`config.mk`:
```
export PLATFORM = sky130hd
export DESIGN_NAME = multi_charset_char_framer_core
export DESIGN_NICKNAME = d
export VERILOG_FILES = /design/src/rtl/mccf_pkg.sv /design/src/rtl/mccf_decode.sv /design/src/rtl/multi_charset_char_framer_core.sv
export SDC_FILE = /design/constraint.sdc
export NUM_CORES = 1
export LEC_CHECK = 0
export ABC_AREA = 1
export BUFFER_PORTS_ARGS = -buffer_cell sky130_fd_sc_hd__clkbuf_2
export CORE_MARGIN = 3
export CORE_UTILIZATION = 50
export DETAILED_ROUTE_END_ITERATION = 12
export PLACE_DENSITY = 0.66
export SYNTH_ARGS = -nofsm -noshare
export SYNTH_HDL_FRONTEND = slang
export SYNTH_HIERARCHICAL = 1
export SYNTH_SLANG_ARGS = --single-unit
export TNS_END_PERCENT = 50
```
`constraint.sdc`:
```
create_clock -name clock -period 5.9 [get_ports clock]
set_input_delay 0.885 -clock clock [delete_from_list [all_inputs] [get_ports clock]]
set_output_delay 0.885 -clock clock [all_outputs]
set_load 0.05 [all_outputs]
```
`src/rtl/mccf_pkg.sv`:
```
`default_nettype none

package mccf_pkg;

   // Charset mode codes; the spare code behaves as UTF-8
   localparam logic [1:0] MODE_EUCKR = 2'd0;
   localparam logic [1:0] MODE_UTF16 = 2'd1;
   localparam logic [1:0] MODE_UTF8  = 2'd2;
   localparam logic [1:0] MODE_RESET = MODE_UTF8;

   // Result status codes
   localparam logic [1:0] STATUS_CHAR     = 2'd0;
   localparam logic [1:0] STATUS_END      = 2'd1;
   localparam logic [1:0] STATUS_BAD_LEAD = 2'd2;

   // Byte classes
   localparam logic [7:0] EUC_LEAD_LOW   = 8'hA1;
   localparam logic [7:0] EUC_LEAD_NONE  = 8'hFF;
   localparam logic [5:0] SURR_HIGH_TAG  = 6'b110110;
   localparam logic [5:0] SURR_LOW_TAG   = 6'b110111;

   // Character assembly state
   typedef struct packed {
      logic [31:0] word;
      logic [1:0]  held;
      logic [2:0]  needed;
   } asm_state_type;

   // One result beat
   typedef struct packed {
      logic [31:0] char_word;
      logic [2:0]  byte_count;
      logic [1:0]  status;
   } result_type;

endpackage

`default_nettype wire

```
`src/rtl/mccf_decode.sv`:
```
`default_nettype none

module mccf_decode (
   input  wire logic [1:0]             mode,
   input  wire mccf_pkg::asm_state_type cur,
   input  wire logic [7:0]             data_byte,
   input  wire logic                   end_of_stream,
   output mccf_pkg::asm_state_type     nxt,
   output logic                        res_valid,
   output mccf_pkg::result_type        res
);
   import mccf_pkg::*;

   logic [31:0] word;
   logic [2:0]  count;
   logic [15:0] unit;

   assign word  = {cur.word[23:0], data_byte};
   assign count = {1'b0, cur.held} + 3'd1;
   assign unit  = {word[7:0], word[15:8]};

   // Classify the byte and advance the assembly
   always_comb begin
      nxt       = cur;
      res_valid = 1'b0;
      res       = '0;
      if (end_of_stream) begin
         // drop any partial character and report end
         nxt        = '0;
         res_valid  = 1'b1;
         res.status = STATUS_END;
      end else if (cur.needed == 3'd0) begin
         unique case (mode)
            MODE_EUCKR: begin
               if (data_byte < EUC_LEAD_LOW || data_byte == EUC_LEAD_NONE) begin
                  res_valid      = 1'b1;
                  res.char_word  = {24'd0, data_byte};
                  res.byte_count = 3'd1;
                  res.status     = STATUS_CHAR;
               end else begin
                  nxt = '{word: {24'd0, data_byte}, held: 2'd1, needed: 3'd2};
               end
            end
            MODE_UTF16: begin
               nxt = '{word: {24'd0, data_byte}, held: 2'd1, needed: 3'd2};
            end
            default: begin
               if (data_byte[7:6] == 2'b10) begin
                  // stray continuation: drop
                  nxt = cur;
               end else if (!data_byte[7]) begin
                  res_valid      = 1'b1;
                  res.char_word  = {24'd0, data_byte};
                  res.byte_count = 3'd1;
                  res.status     = STATUS_CHAR;
               end else if (data_byte[7:5] == 3'b110) begin
                  nxt = '{word: {24'd0, data_byte}, held: 2'd1, needed: 3'd2};
               end else if (data_byte[7:4] == 4'b1110) begin
                  nxt = '{word: {24'd0, data_byte}, held: 2'd1, needed: 3'd3};
               end else if (data_byte[7:3] == 5'b11110) begin
                  nxt = '{word: {24'd0, data_byte}, held: 2'd1, needed: 3'd4};
               end else begin
                  res_valid  = 1'b1;
                  res.status = STATUS_BAD_LEAD;
               end
            end
         endcase
      end else if (count < cur.needed) begin
         // keep gathering
         nxt.word = word;
         nxt.held = count[1:0];
      end else if (mode == MODE_UTF16) begin
         if (cur.needed == 3'd2) begin
            if (unit[15:10] == SURR_HIGH_TAG) begin
               // high surrogate: wait for the low unit
               nxt = '{word: word, held: 2'd2, needed: 3'd4};
            end else begin
               nxt = '0;
               if (unit[15:10] != SURR_LOW_TAG) begin
                  res_valid      = 1'b1;
                  res.char_word  = {16'd0, unit};
                  res.byte_count = 3'd2;
                  res.status     = STATUS_CHAR;
               end
            end
         end else begin
            nxt            = '0;
            res_valid      = 1'b1;
            res.char_word  = {word[23:16], word[31:24], word[7:0], word[15:8]};
            res.byte_count = 3'd4;
            res.status     = STATUS_CHAR;
         end
      end else begin
         nxt            = '0;
         res_valid      = 1'b1;
         res.char_word  = word;
         res.byte_count = cur.needed;
         res.status     = STATUS_CHAR;
      end
   end

endmodule

`default_nettype wire

```
`src/rtl/multi_charset_char_framer_core.sv`:
```
`default_nettype none
// Channel | Direction | Beat carries                          | Handshake
// req     | in        | data_byte, end_of_stream              | req_valid / req_ready
// rsp     | out       | char_word, byte_count, status         | rsp_valid / rsp_ready
// csr     | in        | charset_mode                          | csr_valid / csr_ready
//
// One byte is taken per cycle while req_ready is high; its result, if any, is
// registered. Classification and assembly sit in one short step between the
// byte and the result register; a two-entry output buffer (result register
// plus skid) keeps req_ready high while a result waits. req_ready falls only
// when both are full. Reset selects UTF-8 and clears the assembly; csr_ready
// is always high and a mode write discards any character in progress.
module multi_charset_char_framer_core (
   input  wire logic        clock,
   input  wire logic        reset,
   input  wire logic        req_valid,
   output logic             req_ready,
   input  wire logic [7:0]  req_data_byte,
   input  wire logic        req_end_of_stream,
   output logic             rsp_valid,
   input  wire logic        rsp_ready,
   output logic [31:0]      rsp_char_word,
   output logic [2:0]       rsp_byte_count,
   output logic [1:0]       rsp_status,
   input  wire logic        csr_valid,
   output logic             csr_ready,
   input  wire logic [1:0]  csr_charset_mode
);
   import mccf_pkg::*;

   logic [1:0]    mode_ff;
   asm_state_type state_ff, state_in;
   logic          dec_valid;
   result_type    dec_res;
   logic          out_valid_ff, skid_valid_ff;
   result_type    out_ff, skid_ff;
   logic          req_beat, csr_beat, out_take, push;

   assign csr_ready = 1'b1;
   assign req_ready = !skid_valid_ff;
   assign req_beat  = req_valid && req_ready;
   assign csr_beat  = csr_valid && csr_ready;
   assign out_take  = out_valid_ff && rsp_ready;
   assign push      = req_beat && dec_valid;

   mccf_decode u_decode (
      .mode          (mode_ff),
      .cur           (state_ff),
      .data_byte     (req_data_byte),
      .end_of_stream (req_end_of_stream),
      .nxt           (state_in),
      .res_valid     (dec_valid),
      .res           (dec_res)
   );

   // Hold mode and assembly state; a mode write clears the assembly
   always_ff @(posedge clock) begin
      if (reset) begin
         mode_ff  <= MODE_RESET;
         state_ff <= '0;
      end else if (csr_beat) begin
         mode_ff  <= csr_charset_mode;
         state_ff <= '0;
      end else if (req_beat) begin
         state_ff <= state_in;
      end
   end

   // Advance the two-entry output buffer
   always_ff @(posedge clock) begin
      if (reset) begin
         out_valid_ff  <= 1'b0;
         skid_valid_ff <= 1'b0;
      end else if (out_take) begin
         if (skid_valid_ff) begin
            out_valid_ff  <= 1'b1;
            skid_valid_ff <= 1'b0;
         end else begin
            out_valid_ff <= push;
         end
      end else if (push) begin
         if (out_valid_ff) begin
            skid_valid_ff <= 1'b1;
         end else begin
            out_valid_ff <= 1'b1;
         end
      end
   end

   // Load result payloads
   always_ff @(posedge clock) begin
      if (out_take) begin
         if (skid_valid_ff) begin
            out_ff <= skid_ff;
         end else if (push) begin
            out_ff <= dec_res;
         end
      end else if (push) begin
         if (out_valid_ff) begin
            skid_ff <= dec_res;
         end else begin
            out_ff <= dec_res;
         end
      end
   end

   assign rsp_valid      = out_valid_ff;
   assign rsp_char_word  = out_ff.char_word;
   assign rsp_byte_count = out_ff.byte_count;
   assign rsp_status     = out_ff.status;

`ifndef NO_ASSERTIONS
   a_skid_behind_out: assert property (@(posedge clock) disable iff (reset)
      skid_valid_ff |-> out_valid_ff)
      else $error("skid entry held without a result in front");

   a_csr_clears: assert property (@(posedge clock) disable iff (reset)
      csr_beat |=> (state_ff.held == 2'd0 && state_ff.needed == 3'd0))
      else $error("mode write left a character in progress");

   a_state_shape: assert property (@(posedge clock) disable iff (reset)
      (state_ff.needed == 3'd0) ? (state_ff.held == 2'd0)
                                : ({1'b0, state_ff.held} < state_ff.needed
                                   && state_ff.needed != 3'd1))
      else $error("assembly count out of shape");

   a_end_reported: assert property (@(posedge clock) disable iff (reset)
      (req_beat && req_end_of_stream && !csr_beat) |=>
         (out_valid_ff && state_ff.needed == 3'd0))
      else $error("end of stream not reported");
`endif

endmodule

`default_nettype wire
```
==> results.json, run 1 <==
{
  "run_status": "finished clean",
  "die_y_um": 112.3,
  "hold_viol_final": 0,
  "insertion_delay_ns": 0.35,
  "via_per_inst": 5.575,
  "syn2layout_area_growth_pct": 8.306,
  "p_total_mw": 1.784,
  "rsz0062_at_grt": "false",
  "drv_slew": 0,
  "dp_hpwl_um": 9320,
  "clk_path_buf_depth": 2,
  "fp-row-count": 38,
  "antenna_found_initial": 0,
  "dr.pass1.iters": 5,
  "grt_max_degree": 41,
  "grt_pass1_wl_um": 22490,
  "n_fill_cell": 1039,
  "drtAntennaViolNets": 0,
  "arrival_ns": 3.83,
  "multi_input_area_um2": 2318,
  "stdcell_area_um2": 6118,
  "drt_first_iter_violations": 533,
  "finalSetupViolations": 0,
  "critPathMaxFanout": 37,
  "ff2ff_setup_slack_ns": 2.03,
  "coreArea_um2": 10940,
  "cp-end-kind": "flip-flop",
  "path_class": "reg -> reg",
  "vias": 4778,
  "synth_nets": 707,
  "clk_pin_slew_ns": 0.08,
  "place_area_um2": 5834,
  "grtUsageTotal_pct": 22.23,
  "finish.utilization_pct": 55.95,
  "port_buffers": 54,
  "fin_crit_ns": 3.867,
  "die_area_um2": 12610,
  "ctsHtreeMaxLevel": 3,
  "cp-endpoint": "rsp_char_word[26]",
  "route.detailed.drc": 0,
  "r2r_cells": 8,
  "drive_above_1_share_pct": 14.09,
  "max_slew.worst_pin.slew_ns": 1.174,
  "grt_overflow": 0,
  "fin_crit_sh_pct": 65.54,
  "avgSynthCellArea_um2": 8.211,
  "crit_start": "state_ff[0]",
  "power.density_nw_per_um2": 291.6,
  "cts_resized": 0,
  "floorplan.initialDensity_pct": 51.66,
  "vdd_drop_max_mv": 0.1656,
  "routed_wl_um": 13830,
  "grt_pass1_vias": 4297,
  "seqCellArea_um2": 2883,
  "layout.nets": 731,
  "dieWidth_um": 112.3,
  "ioPinCount": 56,
  "r2r-start": "state_ff[0]",
  "slew_headroom_pct": 21.54,
  "fin_tns_setup_ns": 0,
  "cts_buffers": 9,
  "cts_tree": "done",
  "critPathLaunchType": "flip-flop",
  "syn_inst": 688,
  "cp.required_ns": 5.87,
  "insertedDiodeCount": 0,
  "regToRegEndpoint": "rsp_char_word[26]",
  "syn_area_um2": 5649,
  "p_leak_nw": 2.553,
  "clock_sinks": 107,
  "place_congestion": 0.9072,
  "synth_warnings": 6,
  "post-cts-setup-buffers": 0,
  "ctsHoldBuffers": 0,
  "finalClockSkew_ns": 0.01156,
  "wl_per_cell_um": 16.14,
  "cts_root_buf": "clkbuf_16",
  "fmax_mhz": 258.6,
  "max_cap_viol_count": 0,
  "min_path_type": "reg -> reg"
}
-- sequential cells by signal, indices dropped and copies added (netlist names) --
signal          cells
state_ff           29
rsp_byte_count      3
skid_ff            37
mode_ff             2
rsp_char_word      32
rsp_valid           1
rsp_status          2
skid_valid_ff       1
-- power by group --
part / internal, mW / switching, mW
Sequential: 0.847 / 0.0218
Clock: 0.293 / 0.280
Combinational: 0.0773 / 0.264
Total: 1.22 / 0.566
-- per-stage QoR --
stage	std cells	setup slack, ns	hold WS (ns)
4_1_cts	857	2.030	0.5071
6_report	857	2.033	0.5075
5_1_grt	857	1.652	0.5250
2_1_floorplan	688	0.9113	0.4750
3_5_place_dp	841	2.046	0.4966
3_3_place_gp	841	2.201	0.4925
-- how the worst min path moves through the flow --
stage                       startpoint      endpoint  slack (ns)  cells past startpoint
after floorplan           state_ff[23]  state_ff[23]        0.48                      2
after global placement    state_ff[22]  state_ff[22]        0.49                      2
after detailed placement  state_ff[23]  state_ff[23]        0.50                      2
after CTS                 state_ff[23]  state_ff[23]        0.51                      2
after global routing      state_ff[23]  state_ff[23]        0.52                      2
final                     state_ff[23]  state_ff[23]        0.51                      2
-- critical path, stage by stage (launching register included) --
cell	delay, ns
dfxtp_1	0.45
nor2_4	0.09
nand2_1	0.62
inv_1	0.46
nor2_1	0.29
nand2_1	0.23
nand3_1	0.18
nand3_1	0.20
a21boi_4	0.96
-- layout make-up --
cell class / count / area share [%]
sequential: 107 / 47.12
clock buffer: 9 / 3.681
inverter: 46 / 2.822
tap: 140 / 2.863
timing repair buffer: 56 / 4.663
multi-input combinational: 492 / 37.89
clock inverter: 7 / 0.9611
-- cells in the final DEF (no fill, tap or decap), types with 4 or more instances in the layout --
cell type and count:
nor2_1 105, nand3_1 29, clkbuf_2 54, edfxtp_1 74, dfxtp_1 33, o21ai_0 48, a2111oi_0 7, nand2_2 7
a21oi_1 63, o21ai_1 12, clkbuf_16 9, nor3_1 7, nor4_1 4, inv_1 37, inv_2 9, nand2_1 171
a211oi_1 9
-- layer usage --
layer	wire length (um)	global-route usage [%]
met1	6299	32.62
met5	0	0
met4	232	7.532
met3	1101	5.445
met2	6198	32.34
Note: power is estimated with default switching activity, not from simulation.
==> inputs of run 2 (changes only) <==
--- a/config.mk
+++ b/config.mk
@@ -5,12 +5,12 @@
 export SDC_FILE = /design/constraint.sdc
 export NUM_CORES = 1
 export LEC_CHECK = 0
-export ABC_AREA = 1
+export ABC_AREA = 0
 export BUFFER_PORTS_ARGS = -buffer_cell sky130_fd_sc_hd__clkbuf_2
 export CORE_MARGIN = 3
 export CORE_UTILIZATION = 50
 export DETAILED_ROUTE_END_ITERATION = 12
-export PLACE_DENSITY = 0.66
+export PLACE_DENSITY = 0.69
 export SYNTH_ARGS = -nofsm -noshare
 export SYNTH_HDL_FRONTEND = slang
 export SYNTH_HIERARCHICAL = 1
==> constraint.sdc (replaced) <==
create_clock -name clock -period 3.3 [get_ports clock]
set_input_delay 0.495 -clock clock [delete_from_list [all_inputs] [get_ports clock]]
set_output_delay 0.495 -clock clock [all_outputs]
set_load 0.05 [all_outputs]
==> run 2 against run 1 <==
Die area increased by 0.69%. Count of clock-buffer cells in the layout unchanged. Fmax increased by 30%. Sequential cell count unchanged. Critical path depth increased by 1. Sequential power increased by 75%. Core utilization increased by 1.3 points. Register-to-register slack got worse by 1.7 ns. Design area increased by 2.7%. Largest power group unchanged.
==> results.json, run 2 <==
{
  "ctsHtreeMaxLevel": 3,
  "path_class": "reg -> reg",
  "grt_pass1_wl_um": 21650,
  "rsz0062_at_grt": "false",
  "run_status": "finished clean",
  "routed_wl_um": 13220,
  "fin_crit_sh_pct": 90.00,
  "p_total_mw": 3.058,
  "grt_max_degree": 38,
  "synth_warnings": 6,
  "fp-row-count": 38,
  "ioPinCount": 56,
  "grt_overflow": 0,
  "drv_slew": 0,
  "fin_tns_setup_ns": 0,
  "regMostFlops": "skid_ff",
  "fmax_mhz": 336.7,
  "syn2layout_area_growth_pct": 10.40,
  "syn_inst": 588,
  "ff2ff_setup_slack_ns": 0.33,
  "cts_tree": "done",
  "antenna_found_initial": 0,
  "finalClockSkew_ns": 0.007608,
  "insertedDiodeCount": 0,
  "largest_reg_flops": 37,
  "place_congestion": 0.9025,
  "post-cts-setup-buffers": 0,
  "finish.utilization_pct": 57.20,
  "wl_per_cell_um": 17.33,
  "max_cap_viol_count": 0,
  "clk_path_buf_depth": 2,
  "worstHoldStart": "csr_charset_mode[1]",
  "arrival_ns": 2.94,
  "layout.nets": 637,
  "insertion_delay_ns": 0.35,
  "dr.pass1.iters": 5,
  "grt_pass1_vias": 4320,
  "multi_input_area_um2": 2480,
  "ctsHoldBuffers": 0,
  "layout.cells.most_common": "nand2_1",
  "min_path_type": "in -> reg",
  "clock_sinks": 107,
  "finalSetupViolations": 0,
  "cts_root_buf": "clkbuf_16",
  "n_fill_cell": 975,
  "cts_resized": 0,
  "dp_hpwl_um": 8621,
  "route.detailed.drc": 0,
  "coreArea_um2": 10980,
  "cts_buffers": 9,
  "floorplan.initialDensity_pct": 51.81,
  "max_slew.worst_pin.slew_ns": 1.284,
  "grtUsageTotal_pct": 21.22,
  "syn_area_um2": 5690,
  "hold_viol_final": 0,
  "avgSynthCellArea_um2": 9.678,
  "r2r_cells": 9,
  "dieWidth_um": 112.7,
  "port_buffers": 54,
  "critPathLaunchType": "flip-flop",
  "die_area_um2": 12700,
  "fin_crit_ns": 2.970,
  "critPathMaxFanout": 37,
  "die_y_um": 112.7,
  "cp-end-kind": "flip-flop",
  "worst_hold_path.endpoint": "mode_ff[1]",
  "mostFrequentLayoutCells": "nand2_1 (134), a21oi_1 (99), edfxtp_1 (74), clkbuf_2 (54), nor2_1 (38)",
  "via_per_inst": 5.886,
  "vdd_drop_max_mv": 0.2551,
  "slew_headroom_pct": 13.87,
  "r2r-start": "state_ff[3]",
  "vias": 4491,
  "p_leak_nw": 2.244,
  "cp.required_ns": 3.27,
  "seqCellArea_um2": 2883,
  "clk_pin_slew_ns": 0.07,
  "drtAntennaViolNets": 0,
  "synth_nets": 607,
  "drt_first_iter_violations": 429,
  "power.density_nw_per_um2": 486.7,
  "regToRegEndpoint": "rsp_char_word[30]",
  "min_path_cells": 2,
  "drive_above_1_share_pct": 22.31
}
==> run 2: final cells by class <==
class | instances | share of cell area [%]
multi-input cells | 419 | 39.47
clock inverters | 7 | 1.275
flip-flops and latches | 107 | 45.89
inverters | 9 | 0.5377
well taps | 140 | 2.788
clock buffers | 9 | 3.585
repair buffers | 72 | 6.453
==> run 2: layer usage <==
metal,routed length (um),GRT usage [%]
met5,0,0
met4,175,6.330
met3,909,5.553
met2,6243,34.36
met1,5893,28.13
==> run 2: worst max-delay path by stage <==
stage | startpoint | endpoint | cells past startpoint
floorplan | state_ff[3] | rsp_byte_count[0] | 10
global placement | req_data_byte[6] | rsp_char_word[14] | 8
detailed placement | req_data_byte[6] | rsp_char_word[13] | 8
CTS | state_ff[3] | rsp_char_word[15] | 9
global route | state_ff[3] | rsp_char_word[11] | 9
finish | state_ff[3] | rsp_char_word[30] | 9
==> run 2: stage by stage <==
step | hold WS [ns] | area [um2] | std cells | worst slack, ns
detailed placement | 0.4747 | 5977 | 747 | 0.1235
global placement | 0.4655 | 5977 | 747 | 0.2138
CTS | 0.3442 | 6282 | 763 | 0.2864
finish | 0.3473 | 6282 | 763 | 0.3301
global route | 0.3574 | 6282 | 763 | 0.02832
floorplan | 0.4324 | 5704 | 588 | 0.1925
==> run 2: power by group <==
| part | switching [mW] | internal, mW | total (mW) | leakage [nW] |
|---|---|---|---|---|
| combinational | 0.337 | 0.106 | 0.443 | 1.17 |
| sequential | 0.0220 | 1.50 | 1.52 | 0.928 |
| clock | 0.503 | 0.594 | 1.10 | 0.144 |
| total | 0.862 | 2.20 | 3.06 | 2.24 |
==> run 2: critical path, stage by stage (launching register included) <==
cell     delay [ns]
dfxtp_1        0.35
ha_1           0.32
ha_1           0.28
nand2_1        0.06
o21a_1         0.18
o21ai_0        0.16
o31ai_1        0.10
nand2_1        0.16
a21oi_1        0.12
nor2_4         0.80
